`config.mk`:
```
export PLATFORM = sky130hd
export DESIGN_NAME = hsbyc_div_pipe
export DESIGN_NICKNAME = d
export VERILOG_FILES = /design/src/design/assert_macros.svh /design/src/design/hsbyc_div_pipe.sv
export SDC_FILE = /design/constraint.sdc
export NUM_CORES = 1
export LEC_CHECK = 0
export ABC_CLOCK_PERIOD_IN_PS = 15510
export BUFFER_PORTS_ARGS = -buffer_cell sky130_fd_sc_hd__buf_2
export CAP_MARGIN = 10
export CORE_MARGIN = 5
export CORE_UTILIZATION = 65
export CTS_CLUSTER_DIAMETER = 200
export DETAILED_ROUTE_END_ITERATION = 8
export GPL_TIMING_DRIVEN = 1
export HOLD_SLACK_MARGIN = 0.08
export PLACE_DENSITY = 0.94
export SKIP_LAST_GASP = 1
export SYNTH_ARGS = -nofsm -noshare
export SYNTH_HDL_FRONTEND = slang
export SYNTH_SLANG_ARGS = --single-unit
```
`constraint.sdc`:
```
create_clock -name i_clk -period 15.51 [get_ports i_clk]
set_input_delay 1.551 -clock i_clk [delete_from_list [all_inputs] [get_ports i_clk]]
set_output_delay 1.551 -clock i_clk [all_outputs]
set_load 0.01 [all_outputs]
```
`src/design/assert_macros.svh`:
```
// Assertion helpers for the top-level RTL file.
`ifndef ASSERT_MACROS_SVH
`define ASSERT_MACROS_SVH

// Checked on every rising edge while reset is released.
`define ASSERT_CLKD(lbl, clk, rstn, prop, msg) \
    lbl: assert property (@(posedge clk) disable iff (!(rstn)) prop) else $error(msg);

// Checked on every rising edge, reset included.
`define ASSERT_CLK(lbl, clk, prop, msg) \
    lbl: assert property (@(posedge clk) prop) else $error(msg);

`endif

```
`src/design/hsbyc_div_pipe.sv`:
```
module hsbyc_div_pipe #(
    parameter int NUM_W  = 16,
    parameter int SIDE_W = 8
) (
    input  logic              i_clk,
    input  logic              i_rst_n,
    input  logic              i_en,
    input  logic              i_valid,
    input  logic [NUM_W-1:0]  i_num,
    input  logic [7:0]        i_den,
    input  logic [SIDE_W-1:0] i_side,
    output logic              o_valid,
    output logic [NUM_W-1:0]  o_quot,
    output logic [7:0]        o_rem,
    output logic [SIDE_W-1:0] o_side
);
    localparam int STEP   = 4;
    localparam int STAGES = (NUM_W + STEP - 1) / STEP;
    localparam int PAD_W  = STAGES * STEP;

    logic [PAD_W-1:0]  r_acc  [STAGES];
    logic [7:0]        r_rem  [STAGES];
    logic [SIDE_W-1:0] r_side [STAGES];
    logic [STAGES-1:0] r_vld;

    // The user keeps the divisor fixed while words are in flight; stages read it directly.
    for (genvar s = 0; s < STAGES; s++) begin : g_stage
        logic [PAD_W-1:0]  acc_in;
        logic [7:0]        rem_in;
        logic [SIDE_W-1:0] side_in;
        logic              v_in;
        logic [PAD_W-1:0]  n_acc;
        logic [7:0]        n_rem;

        if (s == 0) begin : g_first
            assign acc_in  = PAD_W'(i_num);
            assign rem_in  = '0;
            assign side_in = i_side;
            assign v_in    = i_valid;
        end else begin : g_next
            assign acc_in  = r_acc[s-1];
            assign rem_in  = r_rem[s-1];
            assign side_in = r_side[s-1];
            assign v_in    = r_vld[s-1];
        end

        always_comb begin
            logic [8:0] t;
            n_acc = acc_in;
            n_rem = rem_in;
            for (int k = 0; k < STEP; k++) begin
                t     = {n_rem, n_acc[PAD_W-1]};
                n_acc = n_acc << 1;
                if (t >= {1'b0, i_den}) begin
                    n_rem    = 8'(t - {1'b0, i_den});
                    n_acc[0] = 1'b1;
                end else begin
                    n_rem = t[7:0];
                end
            end
        end

        always_ff @(posedge i_clk) begin
            if (!i_rst_n) begin
                r_vld[s] <= 1'b0;
            end else if (i_en) begin
                r_vld[s] <= v_in;
            end
        end

        always_ff @(posedge i_clk) begin
            if (i_en) begin
                r_acc[s]  <= n_acc;
                r_rem[s]  <= n_rem;
                r_side[s] <= side_in;
            end
        end
    end

    assign o_valid = r_vld[STAGES-1];
    assign o_quot  = r_acc[STAGES-1][NUM_W-1:0];
    assign o_rem   = r_rem[STAGES-1];
    assign o_side  = r_side[STAGES-1];

endmodule

```
After elaboration in Yosys (flattened, before gate mapping)
Memory sizes are Yosys's and may differ from the RTL's.
Cells that the tools add are included.
{"block": "op_classes", "n_reduce_logical": 0, "div_mod_pow": 0, "mul": 0, "mux": 34, "eq_ne": 0, "n_addsub": 16, "n_bitwise": 0, "n_shift": 0, "order_cmp": 16}
{"op": "9-bit by 8-bit greater-or-equal comparator with 1-bit output", "n": 15}
{"op": "8-bit 2-to-1 mux", "n": 16}
{"op": "8-bit subtractor", "n": 15}
{"op": "1-bit 2-to-1 mux", "n": 18}
{"op": "1-bit by 8-bit greater-or-equal comparator with 1-bit output", "n": 1}
{"op": "1-bit by 8-bit subtractor with 8-bit output", "n": 1}
{"block": "totals", "latch_bits": 0, "n_memories": 3, "wordCells": 73, "in_bits": 36, "ram_bits": 128, "mem_bits_ro": 0, "register_bits": 4}
{"name": "r_acc", "words": 4, "word_bits": 16, "read_ports": 4, "rd_clocked_by_memory_dff": 0, "write_ports": 4, "line_no": "hsbyc_div_pipe.sv:21", "source": "logic [PAD_W-1:0] r_acc [STAGES];"}
{"name": "r_rem", "words": 4, "word_bits": 8, "read_ports": 4, "rd_clocked_by_memory_dff": 0, "write_ports": 4, "line_no": "hsbyc_div_pipe.sv:22", "source": "logic [7:0] r_rem [STAGES];"}
{"name": "r_side", "words": 4, "word_bits": 8, "read_ports": 4, "rd_clocked_by_memory_dff": 0, "write_ports": 4, "line_no": "hsbyc_div_pipe.sv:23", "source": "logic [SIDE_W-1:0] r_side [STAGES];"}

Longest topological paths before layout
Gate-level depths: netlist of run 1.
An unclocked memory read counts as a cell.
{"block": "depth", "word_depth": 9, "depth_mapped": 42, "mapped_depth_nobuf": 40}

Worst setup path before layout of run 1
No wires, ideal clock.
{"block": "synth_path", "kind": "input-to-reg", "startpoint": "in i_den[1]", "endpoint": "mem r_rem[2][1], data pin", "stages": 39, "required_ns": 15.250, "path_buffers": 3, "setup_slack_ns": 5.283, "setup_ns": 0.260, "t_arrival_ns": 9.968, "path_cell_list": "inv_1 > ha_1 > nand2b_1 > a211oi_2 > o31ai_1 > and2_4 > clkbuf_1 > nor2_1 > a21oi_1 > inv_1 > ha_1 > nor2b_1 > o31a_1 > o21ai_0 > nor2b_1 > a2111oi_4 > inv_2 > clkbuf_1 > [... 3 more ...] > nor2b_1 > o21a_1 > o21a_1 > o31a_1 > o21ai_0 > nand2b_1 > a211o_1 > buf_2 > mux2i_1 > ha_1 > a21o_1 > a21o_1 > a21o_1 > a21oi_1 > o21ai_0 > o21ai_0 > o311ai_4 > mux2_2"}
{"item": "start, declared", "line_no": "hsbyc_div_pipe.sv:10", "source": "input logic [7:0] i_den,"}
{"item": "end, declared", "line_no": "hsbyc_div_pipe.sv:22"}

==> results of run 1 <==
==> metrics by stage <==
step	hold WS [ns]	instances	setup WS, ns
6_report	0.4157	1272	4.925
5_1_grt	0.4228	1272	4.272
4_1_cts	0.4152	1272	5.022
3_5_place_dp	0.4045	1240	4.737
3_3_place_gp	0.4005	1240	5.035
2_1_floorplan	0.4003	956	5.283
==> synth_stat cells (15+ instances only) <==
cell,n
edfxtp_1,128
ha_1,122
a21oi_1,71
inv_1,70
mux2_2,67
nor2_1,66
o21ai_0,60
xnor2_1,43
nand2_1,39
nor2b_1,28
mux2i_1,26
a21o_1,22
xor2_1,22
nand4_1,18
fa_1,15
o21bai_1,15
==> cells by family after synthesis <==
kind of cell               Yosys count  synth area share [%]
AOI/OAI and AO/OA                  230                 14.56
xor gates and xnor gates            65                 5.554
adders and majority gates          137                 17.82
buffers and inverters               80                 2.942
DFF                                132                 38.28
muxes                               94                 10.05
and+or+nand+nor                    218                 10.79
==> critical path, delay by kind of cell <==
kind                     cells  cell delay, ns
AO/OA/AOI/OAI               19            5.03
multiplexers                 2            0.71
adder cells (fa/ha/maj)      4            1.29
AND/OR/NAND/NOR              7            1.03
buffers and inverters        6            1.14
==> area by class of cell <==
class	instances	area [µm²]	area share (%)
clock buffer	18	429.2	3.736
inverter	72	270.3	2.352
timing repair buffer	76	406.6	3.540
sequential	132	3924	34.15
tap	216	270.3	2.352
clock inverter	14	163.9	1.427
multi-input combinational	744	6025	52.44
==> registers in the layout, indices dropped and copies added, names as in the netlist <==
signal,cells
r_side,32
r_rem,32
r_acc,64
o_valid,1
g_stage.v_in,3
==> path summary, 6_finish.rpt <==
check,from,end
worst max-delay path,i_den[1],r_rem[2][5]
worst min register to register,r_side[0][7],r_side[1][7]
worst min-delay path,r_side[0][7],r_side[1][7]
worst max register to register,r_rem[2][2],r_rem[3][3]
==> routing by layer <==
layer  vias up  track usage (%)
li1       3746                -
met2       299            42.37
met3        79            5.386
met5         -                0
met4         0            12.77
met1      3647            32.16
==> cells in the final DEF, fill, tap and decap left out, types with 13 or more instances in the layout <==
master / instances
edfxtp_1: 128
a21o_1: 22
xor2_1: 22
nand2_1: 39
ha_1: 122
a21oi_1: 71
nor3_1: 13
o21ai_0: 60
nor2b_1: 28
inv_1: 70
nor2_1: 66
mux2i_1: 26
fa_1: 15
clkbuf_16: 17
mux2_2: 67
nand4_1: 18
buf_2: 67
o21bai_1: 15
xnor2_1: 43
==> impl_results.md, run 1 <==
- Synth warnings: 0
- Cell count after synthesis: around 960
- Area share of the largest cell type after synthesis: 37.50%
- Reg2reg path depth: 36
- Worst-margin pin slew: just under 1 ns
- Clock skew: approximately 0.0084 ns
- Die height: ~140 µm
- CP endpoint kind: register
- Layout cells sized above 1: between 10% and 20%
- MaxCap Viol Count: 0
- ANT cells: 0
- Clk sinks: ~130
- Wl on met1: 9196 µm
- Critical path type: input pin to register
- Maximum buffer depth of the clock tree: 2
- CTS resizes: 0
- Post-route cell area: 0.01149 mm²
- Cell Area, Synth: roughly 0.01 mm²
- CP max-delay cell: a2111oi_4
- Min cycle time layout: between 10 and 15 ns
- Met2 WL: between 10000 and 15000 µm
- DR vias/cell: 6.109
- Synth area leader: edfxtp_1
- Die area: around 0.018 mm²
- Synth Flop Type: edfxtp_1
- DR pass1 iterations: 5
- Slowest Stage Delay on Critical Path: 0.47 ns
- FILL cells: ~1.1k
- CTS Buf Count: 17
- Die W: between 100 and 150 µm
- Asr flop ratio synth: 0%
- Placed cell areas: around 0.011 mm²
- Unrepaired setup endpoints after global routing: false
- Number of synthesized register bits: 132
- Clk_lat worst skew: about 0.43 ns
- Final #Nets: approximately 1.2k
- Largest net degree at the start of global routing: 80
- Via count: 7771
- Syn_nets: between 1k and 1.5k
- Number of global-route vias before repair: ~8k
- Core area: between 0.015 and 0.02 mm²
- IO Count: around 70
- Critical path fanouts, max: 24
- CP Data Arrival Time: between 10 and 15 ns
- DRT antenna net count: 0
- EDFF count, synth: 128
- Initial Util: about two thirds
- Routed WL: 22330 µm
- Core Util, Final: between 70% and 80%
- Synth area leaders: edfxtp_1 38%, ha_1 15%, mux2_2 7.4%, xnor2_1 3.7%, a21oi_1 3.5%
- Global route overflow: 0
- Hpwl dp: between 15000 and 20000 µm
- Slew headroom: between 30% and 40%
- Top cell by count, worst path: o21ai_0
- Tcrit/Tclk final: about two thirds
- Seq/Total Area, Yosys: a little under two fifths
- Setup bufs post-CTS: 0
- First-pass GRT wire length: roughly 37000 µm
- Initial antenna violation count: 0
- WL/cell: 17.55 µm
- Synth cell types: 64
- Final setup viols: 0
- Final Hold Viols: 0
- Mean Syn Cell Area: 10.72 µm²
- R2r setup slk: 6.21 ns
- Met3 wire len: ~1400 µm
- Hold depth: 0
- Rows: 46
- CTS Hold Buffers Added: 0
- Area Overhead vs Synth: 12.08%
- Top layer in use: met4
- Fmax: ~94 MHz
- Worst-path clk slew: 0.06 ns
- Req. time, crit path: 15.69 ns
- Crit start category: input pin
- DRC: 0
- Gr usage total: about 26%
- Hold WC Path Type: register to register
- Gpl congestion: 0.9443
- I/O Buffers: 68
- Post-route setup TNS: 0 ns
- H-tree levels: 4
- DRT iter0 DRCs: 660
- Slew Limit Fails: 0
- Status: complete, no violations
- CTS tree: built
- Root Driver: clkbuf_16
Power of run 1 is not shown: default switching activity piles up to over one toggle a cycle in this logic, so the estimate is an artifact.
==> run 2: changes to the inputs <==
--- a/config.mk
+++ b/config.mk
@@ -5,16 +5,16 @@
 export SDC_FILE = /design/constraint.sdc
 export NUM_CORES = 1
 export LEC_CHECK = 0
-export ABC_CLOCK_PERIOD_IN_PS = 15510
+export ABC_CLOCK_PERIOD_IN_PS = 8550
 export BUFFER_PORTS_ARGS = -buffer_cell sky130_fd_sc_hd__buf_2
 export CAP_MARGIN = 10
 export CORE_MARGIN = 5
-export CORE_UTILIZATION = 65
+export CORE_UTILIZATION = 56
 export CTS_CLUSTER_DIAMETER = 200
 export DETAILED_ROUTE_END_ITERATION = 8
 export GPL_TIMING_DRIVEN = 1
 export HOLD_SLACK_MARGIN = 0.08
-export PLACE_DENSITY = 0.94
+export PLACE_DENSITY = 0.87
 export SKIP_LAST_GASP = 1
 export SYNTH_ARGS = -nofsm -noshare
 export SYNTH_HDL_FRONTEND = slang
==> constraint.sdc (replaced) <==
create_clock -name i_clk -period 8.55 [get_ports i_clk]
set_input_delay 0.855 -clock i_clk [delete_from_list [all_inputs] [get_ports i_clk]]
set_output_delay 0.855 -clock i_clk [all_outputs]
set_load 0.01 [all_outputs]
==> impl_results.md, run 2 (synthesized netlist as in run 1, its figures left out) <==
- Top reg by flops: r_acc
- H-tree levels: 4 (unchanged)
- CP endpoint kind: register
- DR vias/cell: 5.976 (-2.2%)
- Die W: 145.3 µm (+7.2%)
- Placed cell areas: 0.01166 mm² (+7.0%)
- Number of global-route vias before repair: 8282 (+4.4%)
- R2r setup slk: 0.63 ns (-5.58 ns)
- DP Cell Count: 1341 (+8.1%)
- Core area: 0.01796 mm² (+15%)
- Gpl congestion: 0.9451 (about the same)
- Tcrit/Tclk final: 96.74%
- Initial Util: 57.06% (-8.4 points)
- Slowest Stage Delay on Critical Path: 0.41 ns (-0.06 ns)
- Worst-margin pin slew: 0.8163 ns (-0.1698 ns)
- ANT cells: 0 (unchanged)
- Hpwl dp: 18500 µm (+17%)
- Final setup viols: 0 (unchanged)
- Clk sinks: 132 (unchanged)
- DRC: 0 (unchanged)
- Via count: 8259 (+6.3%)
- IO Count: 69 (unchanged)
- CP Data Arrival Time: 8.44 ns (-2.32 ns)
- Largest net degree at the start of global routing: 70 (-13%)
- Routed WL: 24660 µm (+10%)
- Final #Nets: 1313 (+8.0%)
- Rows: 49 (+6.5%)
- Critical path fanouts, max: 9 (-63%)
- Min cycle time layout: between 8 and 9 ns
- Worst-path clk slew: 0.06 ns (about the same)
- Max FFs per register: 64 (unchanged)
- Hold Startpoint: r_side[0][5]
- Die area: 0.02111 mm² (+15%)
- Crit start category: input pin
- Largest regs: r_acc: 64 flops, r_rem: 32 flops, r_side: 32 flops
- Unrepaired setup endpoints after global routing: true
- Req. time, crit path: 8.72 ns (-6.97 ns)
- CTS tree: built
- First-pass GRT wire length: 39940 µm (+6.6%)
- DRT antenna net count: 0 (unchanged)
- Post-route cell area: 0.01239 mm² (+7.8%)
- Critical Path Source: i_den[6]
- RR Startpoint: r_rem[0][1]
- Area Overhead vs Synth: 20.87%
- CTS Buf Count: 17 (unchanged)
- Post-Layout Cell Count: 1382 (+8.6%)
- MaxCap Viol Count: 0 (unchanged)
- Hold WC Path Type: register to register
- Gr usage total: 22.96% (-2.7 points)
- Commonest cells after routing, fill and taps aside: 128 x edfxtp_1, 116 x ha_1, 103 x buf_4
- Commonest non-fill, non-tap cell in the layout: edfxtp_1
- I/O Buffers: 68 (unchanged)
- FILL cells: 1280 (+18%)
- Final Hold Viols: 0 (unchanged)
- Core Util, Final: 68.97% (-4.4 points)
- Top cell by count, worst path: a21o_1
- Die height: 145.3 µm (+7.2%)
- Slew headroom: 45.58% (+11 points)
- Root Driver: clkbuf_16
- WL/cell: 17.85 µm (+1.7%)
- DRT iter0 DRCs: 637 (-3.5%)
- Initial antenna violation count: 0 (unchanged)
- DR pass1 iterations: 5 (unchanged)
- Clock skew: 0.008461 ns (+0.0001052 ns)
- Fmax: roughly 120 MHz
- Slew Limit Fails: 0 (unchanged)
- Clk_lat worst skew: 0.43 ns (about the same)
- CP max-delay cell: ha_2
- Global route overflow: 0 (unchanged)
- Maximum buffer depth of the clock tree: 2 (unchanged)
- Status: complete, no violations
- Layout cells sized above 1: 27.41% (+9.2 points)
- Critical path type: input pin to register
run 2: worst paths after layout:
path / cells past startpoint / to
setup / recovery: 34 / r_rem[2][3]
hold / removal: 0 / r_side[1][5]
setup reg to reg: 33 / r_rem[1][3]
hold reg to reg: 0 / r_side[1][5]
run 2: per-stage QoR:
step                      worst slack, ns  setup TNS (ns)  hold WS (ns)
after floorplan                  0.007562               0        0.4003
after global placement           -0.06096         -0.3630        0.4004
after detailed placement          -0.2166          -3.518        0.4045
after CTS                          0.1545               0        0.4155
after global routing             -0.07571         -0.4810        0.4238
final                              0.2788               0        0.4121
run 2: layer usage:
metal,global-route usage [%],wire length (µm),up-vias
met1,28.63,10270,3945
met2,38.54,12070,307
met5,0,0,-
met4,9.188,759,0
met3,5.488,1568,69
li1,-,-,3938
run 2: final cells by class:
cell class                      instances  area (µm²)  share of cell area (%)
Clock buffer                           18       429.2                   3.464
Sequential cell                       132        3924                   31.67
Tap cell                              229       286.5                   2.313
Multi-Input combinational cell        745        6183                   49.91
Inverter                               72       281.5                   2.272
Timing Repair Buffer                  172        1140                   9.200
Clock inverter                         14       145.1                   1.171
run 2: timing repair:
action	4_1_cts	5_1_grt
buffers inserted	0	8
hold buffers	0	0
endpoints found under the setup margin	0	34
resized for setup	0	26
run 2: critical path, delay by kind of cell:
kind            cells  cell delay, ns
fa+ha+maj           4            1.37
simple gates        4            0.63
compound gates     19            4.10
mux                 3            0.94
buf+inv             4            0.53
Power of run 2 is left out for the same reason.
==> run 3: changes to the inputs <==
--- a/config.mk
+++ b/config.mk
@@ -8,13 +8,14 @@
 export ABC_CLOCK_PERIOD_IN_PS = 8550
 export BUFFER_PORTS_ARGS = -buffer_cell sky130_fd_sc_hd__buf_2
 export CAP_MARGIN = 10
-export CORE_MARGIN = 5
-export CORE_UTILIZATION = 56
+export CORE_UTILIZATION = 58
+export CTS_BUF_LIST = sky130_fd_sc_hd__clkbuf_4 sky130_fd_sc_hd__clkbuf_8
 export CTS_CLUSTER_DIAMETER = 200
 export DETAILED_ROUTE_END_ITERATION = 8
+export GPL_ROUTABILITY_DRIVEN = 0
 export GPL_TIMING_DRIVEN = 1
 export HOLD_SLACK_MARGIN = 0.08
-export PLACE_DENSITY = 0.87
+export PLACE_DENSITY = 0.89
 export SKIP_LAST_GASP = 1
 export SYNTH_ARGS = -nofsm -noshare
 export SYNTH_HDL_FRONTEND = slang
==> impl_results.md, run 3 (synthesized netlist as in run 1, its figures left out) <==
- H-tree levels: 4 (unchanged)
- Critical path type: input pin to register
- FILL cells: 1186 (-7.3%)
- Clk sinks: 132 (unchanged)
- Final #Nets: 1304 (-0.69%)
- Final Hold Viols: 0 (unchanged)
- Gr usage total: 27.43% (+4.5 points)
- Placed cell areas: 0.01156 mm² (-0.86%)
- Hold WC Path Type: register to register
- Die area: 0.01821 mm² (-14%)
- Worst-path clk slew: 0.08 ns (+0.02 ns)
- DRT iter0 DRCs: 621 (-2.5%)
- IO Count: 69 (unchanged)
- Commonest cells after routing, fill and taps aside: 128 x edfxtp_1, 118 x ha_1, 94 x buf_4
- CTS Hold Buffers Added: 0 (unchanged)
- DR pass1 iterations: 8 (+3)
- DRT antenna net count: 0 (unchanged)
- Root Driver: clkbuf_8
- Initial Util: 59.26% (+2.2 points)
- CP max-delay cell: a211o_1
- Slew Limit Fails: 0 (unchanged)
- I/O Buffers: 68 (unchanged)
- Number of global-route vias before repair: 7984 (-3.6%)
- Min cycle time layout: 8.315 ns (+0.04345 ns)
- MaxCap Viol Count: 0 (unchanged)
- Register area: 0.003924 mm² (unchanged)
- Maximum buffer depth of the clock tree: 2 (unchanged)
- Final setup viols: 0 (unchanged)
- Initial antenna violation count: 0 (unchanged)
- Die height: 134.9 µm (-7.1%)
- WL/cell: 18.22 µm (+2.1%)
- First-pass GRT wire length: 38280 µm (-4.1%)
- Layout cells sized above 1: 27.03% (-0.37 points)
- Area occupied by multi-input gates: 0.006201 mm² (+0.28%)
- Clk_lat worst skew: 0.46 ns (+0.03 ns)
- RR Startpoint: r_rem[1][5]
- Top reg by flops: r_acc
- Global route overflow: 0 (unchanged)
- CP Data Arrival Time: 8.52 ns (+0.08 ns)
- Via count: 8351 (+1.1%)
- Crit start category: input pin
- Clock skew: 0.009705 ns (+0.001244 ns)
- DR vias/cell: 6.105 (+2.1%)
- CTS Buf Count: 17 (unchanged)
- Max FFs per register: 64 (unchanged)
- Routed WL: 24930 µm (+1.1%)
- Core area: 0.01730 mm² (-3.7%)
- Largest regs: r_acc: 64 flops, r_rem: 32 flops, r_side: 32 flops
- Hpwl dp: 18090 µm (-2.2%)
- CP endpoint kind: register
- Critical path fanouts, max: 9 (unchanged)
- WHS: 0.4145 ns (+0.002438 ns)
- Slowest Stage Delay on Critical Path: 0.37 ns (-0.04 ns)
- Post-route cell area: 0.01215 mm² (-1.9%)
- Area Overhead vs Synth: 18.58%
- Commonest non-fill, non-tap cell in the layout: edfxtp_1
- Status: complete, no violations
- Tcrit/Tclk final: 97.25% (+0.51 points)
- Largest net degree at the start of global routing: 71 (+1.4%)
- Critical Path Source: i_den[6]
- CTS tree: built
- DRC: 0 (unchanged)
- Fmax: 120.3 MHz (-0.52%)
- Die W: 134.9 µm (-7.1%)
- Req. time, crit path: 8.76 ns (+0.04 ns)
- ANT cells: 0 (unchanged)
- Hold Startpoint: r_acc[0][10]
- Rows: 48 (-2.0%)
- Worst-margin pin slew: 0.9133 ns (+0.09699 ns)
- Slew headroom: 39.11% (-6.5 points)
-- run 3: final timing paths --
| path | depth (start not counted) | end | slack, ns |
|---|---|---|---|
| min reg2reg | 0 | r_acc[1][14] | 0.41 |
| min | 0 | r_acc[1][14] | 0.41 |
| max | 36 | r_rem[2][2] | 0.24 |
| max reg2reg | 33 | r_rem[2][2] | 0.68 |
-- run 3: per-stage QoR --
stage,utilization [%],std cells,worst slack [ns],TNS (ns)
finish,70.27,1368,0.2354,0
detailed placement,66.84,1326,-0.3360,-3.418
CTS,69.10,1357,0.1070,0
global placement,66.84,1326,-0.1284,-0.7417
floorplan,-,956,0.007562,0
global route,70.27,1368,-0.03887,-0.3154
-- run 3: worst max-delay path: cells and delay by family --
kind / cells / cell delay, ns
mux: 3 / 0.83
simple gates: 5 / 0.72
fa+ha+maj: 4 / 1.24
buf+inv: 6 / 0.80
compound gates: 18 / 4.07
-- run 3: layout make-up --
class,instances,share of cell area (%)
clock inverter,13,1.235
clock buffer,18,1.987
timing repair buffer,163,8.822
tap,225,2.316
inverter,72,2.337
multi-input combinational,745,51.02
sequential,132,32.28
-- run 3: repair_timing --
item                                    CTS  global route
endpoints found under the setup margin    0            34
buffers inserted                          0            10
gates resized for setup                   0            25
-- run 3: routing by layer --
metal	part of all wire [%]	vias to the layer above	track usage [%]
met5	0	-	0
met4	4.7	0	13.36
met3	7.5	127	6.044
met2	48	391	46.28
met1	40	3920	33.19
li1	-	3913	-
Power of run 3 is left out for the same reason.
